<file path="config.mk">
export PLATFORM = sky130hd
export DESIGN_NAME = i2c_master_reg16_transfer
export DESIGN_NICKNAME = d
export VERILOG_FILES = /design/src/hdl/i2cm16_pkg.sv /design/src/hdl/i2cm16_seq.sv /design/src/hdl/i2c_master_reg16_transfer.sv
export SDC_FILE = /design/constraint.sdc
export NUM_CORES = 1
export LEC_CHECK = 0
export ABC_AREA = 1
export BUFFER_PORTS_ARGS = -buffer_cell sky130_fd_sc_hd__buf_2
export CAP_MARGIN = 20
export CORE_ASPECT_RATIO = 0.75
export CORE_MARGIN = 1
export CORE_UTILIZATION = 55
export CTS_CLUSTER_SIZE = 25
export DETAILED_ROUTE_END_ITERATION = 12
export PLACE_DENSITY_LB_ADDON = 0.05
export SLEW_MARGIN = 25
export SYNTH_ARGS = -nofsm -noshare
export SYNTH_HDL_FRONTEND = slang
export SYNTH_SLANG_ARGS = --single-unit
</file>
<file path="constraint.sdc">
create_clock -name clk_i -period 4.2 [get_ports clk_i]
set_clock_uncertainty 0.2 [all_clocks]
set_input_delay 0 -clock clk_i [delete_from_list [all_inputs] [get_ports clk_i]]
set_output_delay 0 -clock clk_i [all_outputs]
set_load 0.02 [all_outputs]
</file>
<file path="src/hdl/i2cm16_pkg.sv">
package i2cm16_pkg;

  // operation codes of an input beat
  localparam logic [1:0] OP_NONE  = 2'd0;
  localparam logic [1:0] OP_WRITE = 2'd1;
  localparam logic [1:0] OP_READ  = 2'd2;
  localparam logic [1:0] OP_CLEAR = 2'd3;

  // bit counter limits
  localparam logic [3:0] BYTE_LAST    = 4'd7;
  localparam logic [3:0] BYTE_BITS    = 4'd8;
  localparam logic [3:0] CLEAR_PULSES = 4'd9;

  localparam logic [15:0] PHASE_TICKS_RST = 16'd2;

  typedef enum logic [16:0] {
    ST_IDLE    = 17'h00001,
    ST_START_W = 17'h00002,
    ST_ADDR_W  = 17'h00004,
    ST_REGH_W  = 17'h00008,
    ST_REGL_W  = 17'h00010,
    ST_WDATA   = 17'h00020,
    ST_START_R = 17'h00040,
    ST_ADDR_R  = 17'h00080,
    ST_REGH_R  = 17'h00100,
    ST_REGL_R  = 17'h00200,
    ST_RSTART  = 17'h00400,
    ST_RADDR   = 17'h00800,
    ST_RBITS   = 17'h01000,
    ST_ACK     = 17'h02000,
    ST_NACK    = 17'h04000,
    ST_STOP    = 17'h08000,
    ST_CLEAR   = 17'h10000
  } seq_state_e;

  typedef struct packed {
    logic [1:0]  operation;
    logic [7:0]  address_byte;
    logic [15:0] register_address;
    logic [15:0] byte_count;
    logic [7:0]  write_byte;
    logic        sda_in;
  } i2cm16_in_t;

  typedef struct packed {
    logic       scl_out;
    logic       sda_out;
    logic       busy_res;
    logic       write_byte_taken;
    logic       read_valid;
    logic [7:0] read_byte;
    logic       ack_error;
    logic       done_res;
  } i2cm16_out_t;

endpackage

</file>
<file path="src/hdl/i2cm16_seq.sv">
module i2cm16_seq import i2cm16_pkg::*; (
  input  logic        clk_i,
  input  logic        rst_ni,
  input  logic        step_en_i,
  input  i2cm16_in_t  item_i,
  input  logic [15:0] phase_ticks_i,
  output i2cm16_out_t res_o
);

  seq_state_e  seq_q, seq_d, enter_st;
  logic        enter_en;
  logic [1:0]  step_q, step_d;
  logic [15:0] tick_q, tick_d, tick_inc, limit;
  logic [3:0]  bit_q, bit_d;
  logic [15:0] remain_q, remain_d;
  logic [7:0]  shift_q, shift_d;
  logic [7:0]  addr_q, addr_d;
  logic [15:0] reg_q, reg_d;
  logic        scl_q, scl_d, sda_q, sda_d;
  logic        taken, rvalid, ackerr, done;
  logic [7:0]  rbyte;

  assign limit    = (phase_ticks_i == 16'd0) ? 16'd1 : phase_ticks_i;
  assign tick_inc = tick_q + 16'd1;

  always_comb begin
    seq_d    = seq_q;
    step_d   = step_q;
    tick_d   = tick_q;
    bit_d    = bit_q;
    remain_d = remain_q;
    shift_d  = shift_q;
    addr_d   = addr_q;
    reg_d    = reg_q;
    scl_d    = scl_q;
    sda_d    = sda_q;
    taken    = 1'b0;
    rvalid   = 1'b0;
    ackerr   = 1'b0;
    done     = 1'b0;
    rbyte    = 8'd0;
    enter_en = 1'b0;
    enter_st = ST_IDLE;

    if (seq_q == ST_IDLE) begin
      if (item_i.operation != OP_NONE) begin
        addr_d   = item_i.address_byte;
        reg_d    = item_i.register_address;
        remain_d = item_i.byte_count;
        tick_d   = 16'd0;
        enter_en = 1'b1;
        unique case (item_i.operation)
          OP_WRITE: enter_st = ST_START_W;
          OP_READ:  enter_st = ST_START_R;
          OP_CLEAR: enter_st = ST_CLEAR;
          default:  enter_st = ST_IDLE;
        endcase
      end
    end else begin
      tick_d = tick_inc;
      if (tick_inc >= limit) begin
        tick_d = 16'd0;
        unique case (seq_q) inside
          ST_START_W, ST_START_R, ST_RSTART: begin
            step_d = step_q + 2'd1;
            case (step_q)
              2'd0: scl_d = 1'b1;
              2'd1: sda_d = 1'b0;
              2'd2: scl_d = 1'b0;
              default: begin
                enter_en = 1'b1;
                enter_st = (seq_q == ST_START_W) ? ST_ADDR_W :
                           (seq_q == ST_START_R) ? ST_ADDR_R : ST_RADDR;
              end
            endcase
          end
          ST_ADDR_W, ST_REGH_W, ST_REGL_W, ST_WDATA,
          ST_ADDR_R, ST_REGH_R, ST_REGL_R, ST_RADDR: begin
            if (bit_q < BYTE_BITS) begin
              if (step_q == 2'd0) begin
                scl_d  = 1'b1;
                step_d = 2'd1;
              end else if (step_q == 2'd1) begin
                scl_d = 1'b0;
                if (bit_q == BYTE_LAST) sda_d = 1'b1;
                shift_d = {shift_q[6:0], 1'b0};
                step_d  = 2'd2;
              end else begin
                bit_d  = bit_q + 4'd1;
                step_d = 2'd0;
                sda_d  = (bit_q < BYTE_LAST) ? shift_q[7] : 1'b1;
              end
            end else begin
              // ack slot
              if (step_q == 2'd0) begin
                scl_d  = 1'b1;
                step_d = 2'd1;
              end else if (step_q == 2'd1) begin
                ackerr = item_i.sda_in;
                scl_d  = 1'b0;
                step_d = 2'd2;
              end else begin
                enter_en = 1'b1;
                unique case (seq_q) inside
                  ST_ADDR_W: enter_st = ST_REGH_W;
                  ST_REGH_W: enter_st = ST_REGL_W;
                  ST_REGL_W: enter_st = (remain_q != 16'd0) ? ST_WDATA : ST_STOP;
                  ST_WDATA: begin
                    remain_d = remain_q - 16'd1;
                    enter_st = (remain_d != 16'd0) ? ST_WDATA : ST_STOP;
                  end
                  ST_ADDR_R: enter_st = ST_REGH_R;
                  ST_REGH_R: enter_st = ST_REGL_R;
                  ST_REGL_R: enter_st = ST_RSTART;
                  ST_RADDR:  enter_st = (remain_q != 16'd0) ? ST_RBITS : ST_STOP;
                  default:   enter_st = ST_IDLE;
                endcase
              end
            end
          end
          ST_RBITS: begin
            if (step_q == 2'd0) begin
              shift_d = {shift_q[6:0], item_i.sda_in};
              scl_d   = 1'b0;
              step_d  = 2'd1;
            end else begin
              bit_d = bit_q + 4'd1;
              if (bit_q < BYTE_LAST) begin
                step_d = 2'd0;
                scl_d  = 1'b1;
                sda_d  = 1'b1;
              end else begin
                rvalid   = 1'b1;
                rbyte    = shift_q;
                remain_d = remain_q - 16'd1;
                enter_en = 1'b1;
                enter_st = (remain_d != 16'd0) ? ST_ACK : ST_NACK;
              end
            end
          end
          ST_ACK: begin
            step_d = step_q + 2'd1;
            case (step_q)
              2'd0: scl_d = 1'b1;
              2'd1: scl_d = 1'b0;
              default: begin
                enter_en = 1'b1;
                enter_st = ST_RBITS;
              end
            endcase
          end
          ST_NACK: begin
            if (step_q == 2'd0) begin
              scl_d  = 1'b0;
              step_d = 2'd1;
            end else begin
              enter_en = 1'b1;
              enter_st = ST_STOP;
            end
          end
          ST_STOP: begin
            step_d = step_q + 2'd1;
            case (step_q)
              2'd0: scl_d = 1'b1;
              2'd1: sda_d = 1'b1;
              default: begin
                done     = 1'b1;
                enter_en = 1'b1;
                enter_st = ST_IDLE;
              end
            endcase
          end
          ST_CLEAR: begin
            if (step_q == 2'd0) begin
              scl_d  = 1'b0;
              step_d = 2'd1;
            end else begin
              bit_d = bit_q + 4'd1;
              if (bit_d < CLEAR_PULSES) begin
                step_d = 2'd0;
                scl_d  = 1'b1;
              end else begin
                enter_en = 1'b1;
                enter_st = ST_STOP;
              end
            end
          end
          default: begin
            enter_en = 1'b1;
            enter_st = ST_IDLE;
          end
        endcase
      end
    end

    // entry actions of the next sequence
    if (enter_en) begin
      seq_d  = enter_st;
      step_d = 2'd0;
      bit_d  = 4'd0;
      unique case (enter_st) inside
        ST_START_W, ST_START_R, ST_RSTART: sda_d = 1'b1;
        ST_ADDR_W, ST_ADDR_R: begin
          shift_d = addr_d;
          sda_d   = addr_d[7];
        end
        ST_REGH_W, ST_REGH_R: begin
          shift_d = reg_d[15:8];
          sda_d   = reg_d[15];
        end
        ST_REGL_W, ST_REGL_R: begin
          shift_d = reg_d[7:0];
          sda_d   = reg_d[7];
        end
        ST_WDATA: begin
          taken   = 1'b1;
          shift_d = item_i.write_byte;
          sda_d   = item_i.write_byte[7];
        end
        ST_RADDR: begin
          shift_d = addr_d | 8'h01;
          sda_d   = addr_d[7];
        end
        ST_RBITS: begin
          shift_d = 8'd0;
          scl_d   = 1'b1;
          sda_d   = 1'b1;
        end
        ST_ACK:   sda_d = 1'b0;
        ST_NACK: begin
          sda_d = 1'b1;
          scl_d = 1'b1;
        end
        ST_STOP:  sda_d = 1'b0;
        ST_CLEAR: scl_d = 1'b1;
        default: ;
      endcase
    end
  end

  always_ff @(posedge clk_i or negedge rst_ni) begin
    if (!rst_ni) begin
      seq_q    <= ST_IDLE;
      step_q   <= 2'd0;
      tick_q   <= 16'd0;
      bit_q    <= 4'd0;
      remain_q <= 16'd0;
      shift_q  <= 8'd0;
      addr_q   <= 8'd0;
      reg_q    <= 16'd0;
      scl_q    <= 1'b1;
      sda_q    <= 1'b1;
    end else if (step_en_i) begin
      seq_q    <= seq_d;
      step_q   <= step_d;
      tick_q   <= tick_d;
      bit_q    <= bit_d;
      remain_q <= remain_d;
      shift_q  <= shift_d;
      addr_q   <= addr_d;
      reg_q    <= reg_d;
      scl_q    <= scl_d;
      sda_q    <= sda_d;
    end
  end

  always_comb begin
    res_o                  = '0;
    res_o.scl_out          = scl_d;
    res_o.sda_out          = sda_d;
    res_o.busy_res         = (seq_d != ST_IDLE);
    res_o.write_byte_taken = taken;
    res_o.read_valid       = rvalid;
    res_o.read_byte        = rbyte;
    res_o.ack_error        = ackerr;
    res_o.done_res         = done;
  end

  // bus is released whenever the sequencer rests
  assert property (@(posedge clk_i) disable iff (!rst_ni)
    (seq_q == ST_IDLE) |-> (scl_q && sda_q))
    else $error("bus not released while idle");

  // only start conditions use the fourth phase step
  assert property (@(posedge clk_i) disable iff (!rst_ni)
    (step_q == 2'd3) |->
      (seq_q == ST_START_W || seq_q == ST_START_R || seq_q == ST_RSTART))
    else $error("fourth phase step outside a start condition");

  // a completed stop leaves the sequencer idle
  assert property (@(posedge clk_i) disable iff (!rst_ni)
    (step_en_i && res_o.done_res) |=> (seq_q == ST_IDLE))
    else $error("stop completed but sequencer not idle");

  assert property (@(posedge clk_i) disable iff (!rst_ni)
    bit_q <= CLEAR_PULSES)
    else $error("bit counter out of range");

endmodule

</file>
<file path="src/hdl/i2c_master_reg16_transfer.sv">
// i2c master for devices with a 16-bit register address. every input beat is
// one base timer tick carrying the sampled sda level and, while idle, an
// operation (write transfer, read transfer or bus clear) with its device
// address, register address and byte count. every input beat yields exactly
// one result beat with the scl/sda drive levels and status strobes for that
// tick. pin phases last phase_ticks ticks (zero counts as one), set through
// the configuration port; the user must write it only while the block is idle,
// the block does not enforce this. the reset value is 2. data bytes for a write
// are taken from write_byte on the tick write_byte_taken is set, received bytes
// appear with read_valid. a missing ack only pulses ack_error. throughput is one
// tick per clock cycle while the result side does not stall; a beat passes
// through an input register and a result register, and the sequencer state
// update for one tick is the single combinational step between them.
module i2c_master_reg16_transfer import i2cm16_pkg::*; (
  input  logic        clk_i,
  input  logic        rst_ni,
  // configuration: phase_ticks
  input  logic        cfg_we_i,
  input  logic [15:0] cfg_wdata_i,
  // tick beats in
  input  logic        in_valid_i,
  output logic        in_stall_o,
  input  i2cm16_in_t  in_data_i,
  // result beats out
  output logic        out_valid_o,
  input  logic        out_stall_i,
  output i2cm16_out_t out_data_o
);

  logic        in_valid_q;
  i2cm16_in_t  in_q;
  logic        out_valid_q;
  i2cm16_out_t out_q;
  logic [15:0] phase_ticks_q;
  logic        proc;
  logic        in_acc;
  i2cm16_out_t res;

  // a held beat is processed when the result register is free or draining
  assign proc       = in_valid_q && (!out_valid_q || !out_stall_i);
  assign in_stall_o = in_valid_q && !proc;
  assign in_acc     = in_valid_i && !in_stall_o;

  always_ff @(posedge clk_i or negedge rst_ni) begin
    if (!rst_ni) begin
      phase_ticks_q <= PHASE_TICKS_RST;
    end else if (cfg_we_i) begin
      phase_ticks_q <= cfg_wdata_i;
    end
  end

  // input register
  always_ff @(posedge clk_i or negedge rst_ni) begin
    if (!rst_ni) begin
      in_valid_q <= 1'b0;
    end else if (in_acc) begin
      in_valid_q <= 1'b1;
    end else if (proc) begin
      in_valid_q <= 1'b0;
    end
  end

  always_ff @(posedge clk_i) begin
    if (in_acc) begin
      in_q <= in_data_i;
    end
  end

  // one tick of the bus sequencer
  i2cm16_seq u_seq (
    .clk_i         (clk_i),
    .rst_ni        (rst_ni),
    .step_en_i     (proc),
    .item_i        (in_q),
    .phase_ticks_i (phase_ticks_q),
    .res_o         (res)
  );

  // result register
  always_ff @(posedge clk_i or negedge rst_ni) begin
    if (!rst_ni) begin
      out_valid_q <= 1'b0;
    end else if (proc) begin
      out_valid_q <= 1'b1;
    end else if (!out_stall_i) begin
      out_valid_q <= 1'b0;
    end
  end

  always_ff @(posedge clk_i) begin
    if (proc) begin
      out_q <= res;
    end
  end

  assign out_valid_o = out_valid_q;
  assign out_data_o  = out_q;

endmodule

</file>
==> metrics.cfg <==
[sta]
fmax_ghz = 0.226
min_period_over_period_pct = 105
rsz0062_at_grt = yes
max_slew.worst_pin.slew_ns = 0.983
fin_tns_setup_ns = -1.89
holdWs_ns = 0.00745
relSlewSlack_pct = 34.1
setup_ws_ns = -0.222
finalMaxSlewViolations = 0
finalSetupViolCount = 13
hold_violations = 0
fin_crit_ns = 4.42

[worst_setup_path]
path_cells = buf_6 > nand2_4 > nor2_4 > nand3_2 > nor3_4 > nand3_2 > nor2_2 > nand2_2 > nor4_4 > xor2_1 > ha_1 > a21oi_2 > o21ai_2 > a21oi_2 > nand3_4 > buf_6 > nand4_1 > nand2_2 > nand2_1 > nor2_1 > a21oi_1 > nand3_2 > nor2_4 > nand2_2
cp_slowest_cell = dfrtp_1
cp.buffers_inverters = 2
startpoint_type = register
cp.arrival_ns = 4.41
critical_path_required_ns = 4.19
cpPeakStageDelay_ns = 0.42
path_class = reg -> reg
worstPathMaxFanout = 7
crit_family = simple AND/OR/NAND/NOR gates
cp-end-kind = register

[pwr]
power_switching_mw = 4.42
ir_worst_vdd_v = 0.000393
p_int_mw = 4.64
power_frac_clock_pct = 18.7
p_leak_nw = 6.84
combPwrFrac_pct = 54.2
powerDensity_nw_per_um2 = 647
swShare_pct = 48.8
seq_power_share_pct = 27.1

[clock_tree]
clk_latency_ns = 0.45
cts_made_buffers = 17
cts.sinks = 173
cts_tree = built
cts-root-buf = clkbuf_16
h-tree-depth = 4
cts.clk_slew.worst_paths_ns = 0.07
clock_path_buffers = 2

[global_route]
grt_max_degree = 87
antenna_found_initial = 0
grt_pass1_wl_mm = 51.1
grtUsageTotal_pct = 33.5
grt_pass1_vias = 9874
grt_overflow_total = 0

[cells_and_area]
drive_gt1_share_pct = 24.6
fin_nets = 1721
fin_util_pct = 75.1
syn_to_final_growth_pct = 32.3
fin_cells = 1886
fin_area_um2 = 14000
diodes = 0

[floorplan]
initial_utilization_pct = 56.7
die_h_um = 122
io_pins = 89
dieArea_um2 = 19800
die_x_um = 162
core_area_um2 = 18700
rows = 43

[synth]
synth_cell_types = 53
synth_area_leader_cell = dfrtp_1
ys_seq_area_share_pct = 44.0
synth_edf_count = 66
syn_nets = 1460
synth_ff_type = dfrtp_1
post-synth-top-area-fraction_pct = 24.3
netlist_instances = 1365
synthTopCellsByArea = dfrtp_1 24%, edfxtp_1 19%, nand2_1 12%
ys_ff_latch = 173
synthArstFlopShare_pct = 61.8
yosysWarnings = 0
syn_area_um2 = 10600
syn_area_per_cell_um2 = 7.76

[route]
wl_per_cell_um = 17.1
remaining_drc_errors = 0
first_pass_iters = 5
via_per_inst = 5.57
routed_wl_mm = 32.3
final_antenna_net_count = 0
drt-initial-drc-count = 1104
routed-via-count = 10500

[run_status]
status = finished with violations
failed_checks = negative setup slack

[flow_run]
drv_cap = 0

[placed_design]
port-buffer-count = 88
place.detailed.hpwl_mm = 21.7
placed_area_um2 = 11700
dp.cells = 1727
place_congestion = 0.974

[hold_path]
min_path_type = in -> async

## worst paths after layout
check	from	endpoint	slack, ns	cells past startpoint
min reg2reg	u_seq.addr_q[4]	u_seq.addr_q[4]	0.29	2
max in group asynchronous	rst_ni	u_seq.reg_q[5]	2.68	3
min in group clk_i	in_data_i[37]	in_q[37]	0.05	2
max	u_seq.tick_q[0]	out_data_o[13]	-0.22	24
max reg2reg	u_seq.tick_q[0]	out_data_o[13]	-0.22	24
min	rst_ni	phase_ticks_q[13]	0.007	2
## Yosys cell counts, drive strengths merged, types with 2 or more instances
master and number:
o22ai 15, nor4 2, o211ai 6, o21bai 2
inv 183, nand4 30, nand3b 11, nand3 97
a22oi 6, nor2 177, o21ai 133, mux2 8
a21oi 29, ha 23, xor2 14, dfstp 4
o21a 2, clkbuf 22, or2 2, a31oi 19
o41ai 2, nand2 364, nor3 21, dfrtp 103
edfxtp 66, buf 14
## worst reg2reg max path: stages (launching register included)
cell	delay [ns]
dfrtp_1	0.42
buf_6	0.14
nand2_4	0.06
nor2_4	0.10
nand3_2	0.12
nor3_4	0.18
nand3_2	0.14
nor2_2	0.13
nand2_2	0.10
nor4_4	0.17
xor2_1	0.27
ha_1	0.32
a21oi_2	0.17
o21ai_2	0.07
a21oi_2	0.16
nand3_4	0.19
buf_6	0.19
nand4_1	0.19
nand2_2	0.14
nand2_1	0.16
nor2_1	0.06
a21oi_1	0.21
nand3_2	0.13
nor2_4	0.12
nand2_2	0.06
## layout make-up
cell class,instances,area (um2)
Timing Repair Buffer,275,2150
Sequential cell,173,4660
Multi-Input combinational cell,976,5570
Fill cell,1370,4650
Clock buffer,17,425
Clock inverter,15,213
Inverter,183,691
Tap cell,247,309
## metrics by stage
stage / total power, mW / setup WS (ns)
2_1_floorplan: 5.61 / 0.0174
3_3_place_gp: 6.81 / -0.239
3_5_place_dp: 6.83 / -0.404
4_1_cts: 8.74 / -0.186
5_1_grt: 9.70 / -0.431
6_report: 9.06 / -0.222
## power groups by stage
stage | clock network, mW | logic (mW) | registers (mW)
2_1_floorplan | 0 | 3.23 | 2.38
3_3_place_gp | 0 | 4.36 | 2.44
3_5_place_dp | 0 | 4.38 | 2.45
4_1_cts | 1.71 | 4.61 | 2.42
5_1_grt | 1.76 | 5.44 | 2.50
6_report | 1.69 | 4.91 | 2.46
## registers in the layout, indices dropped and copies added (netlist names)
name,flops
in_q,51
u_seq.seq_q,17
phase_ticks_q,16
u_seq.reg_q,16
u_seq.remain_q,16
u_seq.tick_q,16
out_data_o,15
u_seq.addr_q,8
u_seq.shift_q,8
u_seq.bit_q,4
u_seq.step_q,2
in_valid_q,1
out_valid_o,1
u_seq.scl_q,1
u_seq.sda_q,1
## placed cells by master (no fill, tap or decap), drive strengths merged
master,n
clkinv,10
a22o,1
inv,187
o21a,2
or2,2
and2,1
nand4,30
o2111ai,1
o21bai,2
dfstp,4
o221ai,1
dfrtp,103
mux2i,1
a41oi,1
a22oi,6
xor2,14
a31oi,19
nor2,178
mux2,8
nor3,21
or3,1
o211ai,6
nand2,366
o22ai,15
bufinv,1
ha,23
edfxtp,66
nor4,2
a311oi,1
o32ai,1
nand3,97
clkbuf,17
dlygate4sd3,104
nand3b,11
buf,171
o21ai,133
o311ai,1
a21oi,29
o41ai,2
## metal layers
layer	track usage (%)	part of all wire, %	vias up
met3	5.72	7.9	38
met2	49.4	43	479
li1	-	-	5041
met5	0	0	-
met4	8.20	1.4	0
met1	50.6	47	4951
## timing repair
item	4_1_cts	5_1_grt
hold buffers	104	0
hold endpoints to repair	137	0
buffers inserted	11	9
pin swaps	31	37
endpoints found under the setup margin	41	71
cloned	4	0
resized for setup	64	71
## cell families (layout without fill, tap and decap cells)
| kind of cell | after synthesis | count (layout) | synth area share (%) |
|---|---|---|---|
| muxes | 9 | 9 | 0.945 |
| xor gates and xnor gates | 14 | 14 | 1.16 |
| adders and majority gates | 23 | 23 | 2.72 |
| AOI/OAI and AO/OA | 221 | 221 | 11.6 |
| DFF | 173 | 173 | 44.0 |
| and+or+nand+nor | 706 | 709 | 31.3 |
| buffers and inverters | 219 | 490 | 8.22 |
No activity file was read; power rests on OpenSTA's default activity.
